File: src/hw/rtl/cud_pkg.sv
`timescale 1ns / 1ps
// ----------------------------------------------------------------------------
// cud_pkg
// shared types and constants of the usb record deframer
// ----------------------------------------------------------------------------
package cud_pkg;

    localparam int unsigned RecordLen  = 17;
    localparam int unsigned StoreDepth = RecordLen - 1;
    localparam int unsigned PosW       = 5;

    // control byte bits
    localparam int unsigned CtrlErrBit  = 7;
    localparam int unsigned CtrlPortBit = 4;

    // id word bits
    localparam int unsigned IdExtBit = 31;
    localparam int unsigned IdRtrBit = 30;

    localparam logic [PosW-1:0] PosLast = PosW'(StoreDepth);

    typedef enum logic {
        KIND_DATA  = 1'b0,
        KIND_ERROR = 1'b1
    } t_kind;

    // bytes 0..15 of the current record
    typedef logic [StoreDepth-1:0][7:0] t_store;

    // collector status toward the decoder and the top
    typedef struct packed {
        logic at_last;   // next byte completes a record
        logic complete;  // accepted byte completes a record this cycle
    } t_col_status;

    typedef struct packed {
        logic [7:0]  tx_errors;
        logic [7:0]  rx_errors;
        logic [7:0]  error_code;
        logic [63:0] payload;
        logic [3:0]  data_len;
        logic        remote;
        logic        extended;
        logic [29:0] frame_id;
        logic [31:0] timestamp;
        logic        port;
        t_kind       kind;
    } t_record;

endpackage

File: src/hw/rtl/cud_collector.sv
`timescale 1ns / 1ps
// ----------------------------------------------------------------------------
// cud_collector
// byte position counter and store for the first sixteen record bytes
// ----------------------------------------------------------------------------
module cud_collector (
    input  logic                 i_clk,
    input  logic                 i_rst_n,
    input  logic                 i_accept,
    input  logic [7:0]           i_byte,
    input  logic                 i_last,
    output cud_pkg::t_store      o_store,
    output cud_pkg::t_col_status o_status
);
    import cud_pkg::*;

    logic [PosW-1:0] r_pos;
    logic [PosW-1:0] n_pos;
    t_store          r_store;
    logic            w_at_last;

    assign w_at_last = (r_pos == PosLast);

    always_comb begin
        n_pos = r_pos;
        if (i_accept) begin
            if (w_at_last || i_last) begin
                n_pos = '0;
            end else begin
                n_pos = r_pos + PosW'(1);
            end
        end
    end

    always_ff @(posedge i_clk) begin
        if (!i_rst_n) begin
            r_pos <= '0;
        end else begin
            r_pos <= n_pos;
        end
    end

    // payload store, no reset
    always_ff @(posedge i_clk) begin
        if (i_accept && !w_at_last) begin
            r_store[r_pos[PosW-2:0]] <= i_byte;
        end
    end

    assign o_store          = r_store;
    assign o_status.at_last  = w_at_last;
    assign o_status.complete = i_accept && w_at_last;

    a_pos_range: assert property (@(posedge i_clk) disable iff (!i_rst_n)
        r_pos <= PosLast)
        else $error("byte position past record end");

    a_wrap: assert property (@(posedge i_clk) disable iff (!i_rst_n)
        (i_accept && (w_at_last || i_last)) |=> (r_pos == '0))
        else $error("position did not return to zero");

    a_step: assert property (@(posedge i_clk) disable iff (!i_rst_n)
        (i_accept && !w_at_last && !i_last) |=> (r_pos == $past(r_pos) + PosW'(1)))
        else $error("position did not advance");

endmodule

File: src/hw/rtl/cud_decoder.sv
`timescale 1ns / 1ps
// ----------------------------------------------------------------------------
// cud_decoder
// field decode of a finished record into the result register
// ----------------------------------------------------------------------------
module cud_decoder (
    input  logic                 i_clk,
    input  logic                 i_rst_n,
    input  cud_pkg::t_store      i_store,
    input  logic [7:0]           i_final_byte,
    input  cud_pkg::t_col_status i_status,
    input  logic                 i_out_ready,
    output logic                 o_out_valid,
    output cud_pkg::t_record     o_record
);
    import cud_pkg::*;

    logic    r_valid;
    logic    n_valid;
    t_record r_rec;
    t_record n_rec;

    logic [7:0]  w_ctrl;
    logic [31:0] w_idw;
    logic        w_err;

    assign w_ctrl = i_store[8];
    assign w_idw  = {i_store[7], i_store[6], i_store[5], i_store[4]};
    assign w_err  = w_ctrl[CtrlErrBit];

    always_comb begin
        n_rec           = '0;
        n_rec.kind      = w_err ? KIND_ERROR : KIND_DATA;
        n_rec.port      = w_ctrl[CtrlPortBit];
        n_rec.timestamp = {i_store[3], i_store[2], i_store[1], i_store[0]};
        if (w_err) begin
            n_rec.error_code = i_store[9];
            n_rec.rx_errors  = i_store[10];
            n_rec.tx_errors  = i_store[11];
        end else begin
            n_rec.frame_id = w_idw[29:0];
            n_rec.extended = w_idw[IdExtBit];
            n_rec.remote   = w_idw[IdRtrBit];
            n_rec.data_len = w_ctrl[3:0];
            n_rec.payload  = {i_final_byte, i_store[15], i_store[14], i_store[13],
                              i_store[12], i_store[11], i_store[10], i_store[9]};
        end
    end

    always_comb begin
        n_valid = r_valid && !i_out_ready;
        if (i_status.complete) begin
            n_valid = 1'b1;
        end
    end

    always_ff @(posedge i_clk) begin
        if (!i_rst_n) begin
            r_valid <= 1'b0;
        end else begin
            r_valid <= n_valid;
        end
    end

    always_ff @(posedge i_clk) begin
        if (i_status.complete) begin
            r_rec <= n_rec;
        end
    end

    assign o_out_valid = r_valid;
    assign o_record    = r_rec;

    a_no_overwrite: assert property (@(posedge i_clk) disable iff (!i_rst_n)
        i_status.complete |-> (!r_valid || i_out_ready))
        else $error("pending result overwritten");

    a_load: assert property (@(posedge i_clk) disable iff (!i_rst_n)
        i_status.complete |=> r_valid)
        else $error("finished record not presented");

endmodule

File: src/hw/rtl/can_usb_record_deframer.sv
`timescale 1ns / 1ps
// ----------------------------------------------------------------------------
// can_usb_record_deframer
// groups bulk transfer bytes into 17-byte records and decodes each record
// ----------------------------------------------------------------------------
//  channel   dir   request                         fields
//  s         in    one byte of the transfer        tdata: rx_byte, tlast: end_of_transfer
//  m         out   one decoded record              tdata: record fields, tuser: kind
//
//  one byte accepted per cycle, unless a record-completing byte must wait; the 17th byte of a record loads the result
//  register directly, so a record appears in the cycle after its last byte
//  the byte counter and result valid clear on synchronous reset; the byte
//  store is written before it is read and needs no clearing
//  while a result waits, bytes that do not finish a record are still taken;
//  only a record-completing byte waits for the result register to free up
//  tlast on a byte that does not finish a record drops the partial record
// ----------------------------------------------------------------------------
module can_usb_record_deframer (
    input  logic         i_clk,
    input  logic         i_rst_n,
    // slave side
    input  logic         i_s_tvalid,
    output logic         o_s_tready,
    input  logic [7:0]   i_s_tdata,   // [7:0] rx_byte
    input  logic         i_s_tlast,   // end_of_transfer
    // master side
    output logic         o_m_tvalid,
    input  logic         i_m_tready,
    output logic [159:0] o_m_tdata,   // port, timestamp, frame_id, extended, remote,
                                      // data_len, payload, error_code, rx_errors,
                                      // tx_errors, zero pad
    output logic [0:0]   o_m_tuser    // kind
);
    import cud_pkg::*;

    t_store      w_store;
    t_col_status w_status;
    t_record     w_rec;
    logic        w_accept;
    logic        w_out_valid;

    // a completing byte needs a free (or draining) result register
    assign o_s_tready = !w_status.at_last || !w_out_valid || i_m_tready;
    assign w_accept   = i_s_tvalid && o_s_tready;

    cud_collector u_collector (
        .i_clk    (i_clk),
        .i_rst_n  (i_rst_n),
        .i_accept (w_accept),
        .i_byte   (i_s_tdata),
        .i_last   (i_s_tlast),
        .o_store  (w_store),
        .o_status (w_status)
    );

    cud_decoder u_decoder (
        .i_clk        (i_clk),
        .i_rst_n      (i_rst_n),
        .i_store      (w_store),
        .i_final_byte (i_s_tdata),
        .i_status     (w_status),
        .i_out_ready  (i_m_tready),
        .o_out_valid  (w_out_valid),
        .o_record     (w_rec)
    );

    assign o_m_tvalid = w_out_valid;
    assign o_m_tuser  = w_rec.kind;

    // pack fields from the lowest bit up
    assign o_m_tdata = {3'b000,
                        w_rec.tx_errors,
                        w_rec.rx_errors,
                        w_rec.error_code,
                        w_rec.payload,
                        w_rec.data_len,
                        w_rec.remote,
                        w_rec.extended,
                        w_rec.frame_id,
                        w_rec.timestamp,
                        w_rec.port};

endmodule

File: config.mk
export PLATFORM = sky130hd
export DESIGN_NAME = can_usb_record_deframer
export DESIGN_NICKNAME = d
export VERILOG_FILES = /design/src/hw/rtl/cud_pkg.sv /design/src/hw/rtl/cud_collector.sv /design/src/hw/rtl/cud_decoder.sv /design/src/hw/rtl/can_usb_record_deframer.sv
export SDC_FILE = /design/constraint.sdc
export NUM_CORES = 1
export LEC_CHECK = 0
export ABC_AREA = 1
export BUFFER_PORTS_ARGS = -buffer_cell sky130_fd_sc_hd__buf_2
export CELL_PAD_IN_SITES_DETAIL_PLACEMENT = 1
export CELL_PAD_IN_SITES_GLOBAL_PLACEMENT = 2
export CORE_UTILIZATION = 39
export CTS_CLUSTER_DIAMETER = 50
export DETAILED_ROUTE_END_ITERATION = 12
export GPL_TIMING_DRIVEN = 1
export HOLD_SLACK_MARGIN = 0.05
export PLACE_DENSITY = 0.8
export SKIP_CTS_REPAIR_TIMING = 1
export SYNTH_ARGS = -nofsm -noshare
export SYNTH_HDL_FRONTEND = slang
export SYNTH_SLANG_ARGS = --single-unit
export TNS_END_PERCENT = 5
File: constraint.sdc
create_clock -name i_clk -period 11.1 [get_ports i_clk]
set_input_delay 1.665 -clock i_clk [delete_from_list [all_inputs] [get_ports i_clk]]
set_output_delay 1.665 -clock i_clk [all_outputs]
set_load 0.03 [all_outputs]
==> results.md <==
- # setup viols final: 0
- Leak pwr: 5.231 nW
- Most frequent cells in the layout: edfxtp_1, buf_2, inv_1
- TritonCTS clock tree: built
- Max_cap viols: 0
- Largest net degree at the start of global routing: 95
- Initial antenna violation count: 0
- Core Box Area: 25400 um2
- Reg-to-reg startpoint: u_collector.r_pos[0]
- Seq/Total Area, Yosys: 0.8496
- Vias in the first global route: 5381
- Clk network pwr share: 0.459
- Sw Pwr: 0.4903 mW
- Initial DRC Count: 377
- Largest family of logic cells by synthesized area: simple AND/OR/NAND/NOR gates
- Hold WC Path Type: reg -> reg
- WHS: 412.9 ps
- Die span in x: 163.6 um
- Clock sink count: 290
- Post-Route Skew: 13.64 ps
- Critical Path End Type: output pin
- Max Fanout on Critical Path: 2
- Most common cell after layout, fill and taps aside: edfxtp_1
- Synth Area in Compound Gates: 0.002089
- Fillers: 2552
- Unique cell type count in the Yosys netlist: 24
- Nets: 871
- ANT nets after route: 0
- Final RePlAce weighted congestion: 0.7194
- Critical path type: in -> out
- 1st-pass router iterations: 4
- Status: completed
- Reg2reg end: u_decoder.o_record[6]
- Simple-gate share of the synthesized area: 0.07498
- Worst Setup Slack, final: 7254 ps
- Pint: 1.908 mW
- Die Y: 163.6 um
- Register area: 8648 um2
- Worst reg-to-reg setup slack: 7670 ps
- DR WL/cell: 17.23 um
- ANT cells: 0
- Synth warn: 0
- Pwr per Cell Area: 191.4 nW/um2
- Share of layout cells above drive strength 1: 0.2816
- Crit share post-route: 0.3465
- Fin area: 12530 um2
- Post-synthesis adder-cell area fraction: 0.004916
- Synth area leaders: edfxtp_1, inv_1, nor2_1
- Worst slew margin: 0.2566
- FF-to-FF path depth: 9
- I/O pins: 176
- Mapped Area: 10180 um2
- Fmax: 260.0 MHz
- WHS Path Cells: 0
- I/O Buffers: 172
- Final Routed Wirelength: 20.80 mm
- Worst EP arrival: 2180 ps
- Hold Crit Start: u_collector.o_store[22]
- Setup TNS: 0 ps
- Detailed Place HPWL: 13.07 mm
- Placed cell area: 11400 um2
- Min Tclk post-route: 3846 ps
- Final Hold Viols: 0
- Vias per inst: 4.371
- Part of the power in combinational logic: 0.031
- Startpoint types: input port
- Synth Instances: 660
- Share of the synthesized area in the top cell type: 0.8378
- Avg Synthesized Cell Area: 15.42 um2
- Switch share: 0.2044
- Worst slack at placement: 6776 ps
- Maximum VDD drop: 0.09405 mV
- Mux share of post-synthesis cell area: 0
- WP data required: 9440 ps
- Clock tree buffer depth: 3
- RSZ-0062 raised after global routing: no
- Clk slew on worst S/H paths: 60 ps
- Post-route DRC: 0
- Row Count: 58
- Leading area contributor after synthesis: edfxtp_1
- Footprint of the multi-input gates: 862.1 um2
- Final core utilization: 0.4934
- Die area: 26750 um2
- First-pass GRT wire length: 30.60 mm
- Global Route Usage Sum: 0.1570
- Later-pin clock latency in the skew report: 500 ps
- Synth Register Bits: 290
- Num CTS Buffers: 34
- Initial Util: 0.4008
- Routed vias: 5276
- CTS H-Tree Depth: 2
- GRT overflow: 0
- Worst hold path endpoint: u_decoder.o_record[24]
- Slew @ Worst Pin: 1115 ps
- Clock root cell: clkbuf_16
- Area Overhead vs Synth: 23.11%
- Register share of total power: 0.510
- Final slew viol count: 0
- Post-synthesis xor/xnor area fraction: 0.0008604
-- through the flow --
stage | power [mW] | cells
finish | 2.399 | 1207
global route | 2.466 | 1207
CTS | 2.425 | 1207
detailed placement | 1.322 | 1148
global placement | 1.320 | 1148
floorplan | 1.291 | 662
-- logic make-up after synthesis --
family                   Yosys count
AO/OA/AOI/OAI                      4
XOR/XNOR                           1
adder cells (fa/ha/maj)            4
buffers and inverters            176
flip-flops                       290
other                              1
AND/OR/NAND/NOR                  184
-- final cells by class --
cell class | count | share of cell area
clock buffers | 41 | 0.07508
clock inverters | 18 | 0.01538
inverters | 157 | 0.04722
multi-input cells | 196 | 0.06879
flip-flops and latches | 290 | 0.6901
well taps | 330 | 0.03295
repair buffers | 175 | 0.07049
-- synth_stat cells (all sizes together) --
library cell and number:
buf 11, nand2 54, xnor2 1, clkinv 1
nand4 3, ha 4, inv 156, nand3 7
dfxtp 6, nor2 120, a21oi 2, o22ai 1
conb 1, clkbuf 8, o21ai 1, edfxtp 284
-- worst max path at each step --
stage | start | endpoint
after CTS | i_m_tready | o_s_tready
after detailed placement | i_m_tready | u_decoder.o_record[32]
final | i_m_tready | o_s_tready
after global placement | i_m_tready | u_decoder.o_record[153]
after global routing | i_m_tready | u_decoder.o_record[6]
after floorplan | i_m_tready | u_decoder.o_record[0]
-- worst max-delay path, cell delays in order --
cell and delay (ps):
buf_2 100, nor2_1 120, nand3_2 90, buf_2 190
-- metal layers --
| layer | track usage | routed length [um] |
|---|---|---|
| met5 | 0 | 0 |
| met2 | 0.2585 | 9902 |
| met4 | 0.04798 | 411 |
| met1 | 0.2057 | 9141 |
| met3 | 0.03809 | 1343 |
-- registers in the layout, indices dropped and copies added, names as in the netlist --
| register | cells |
|---|---|
| u_collector.r_pos | 5 |
| u_decoder.o_record | 158 |
| u_decoder.o_out_valid | 1 |
| u_collector.o_store | 126 |
-- power groups by stage --
stage,clock (mW),combinational [mW],sequential (mW)
6_report,1.10,0.0737,1.22
5_1_grt,1.16,0.0809,1.22
4_1_cts,1.13,0.0759,1.22
3_5_place_dp,0,0.0757,1.25
3_3_place_gp,0,0.0740,1.25
2_1_floorplan,0,0.0259,1.27
No activity file was read; power rests on OpenSTA's default activity.
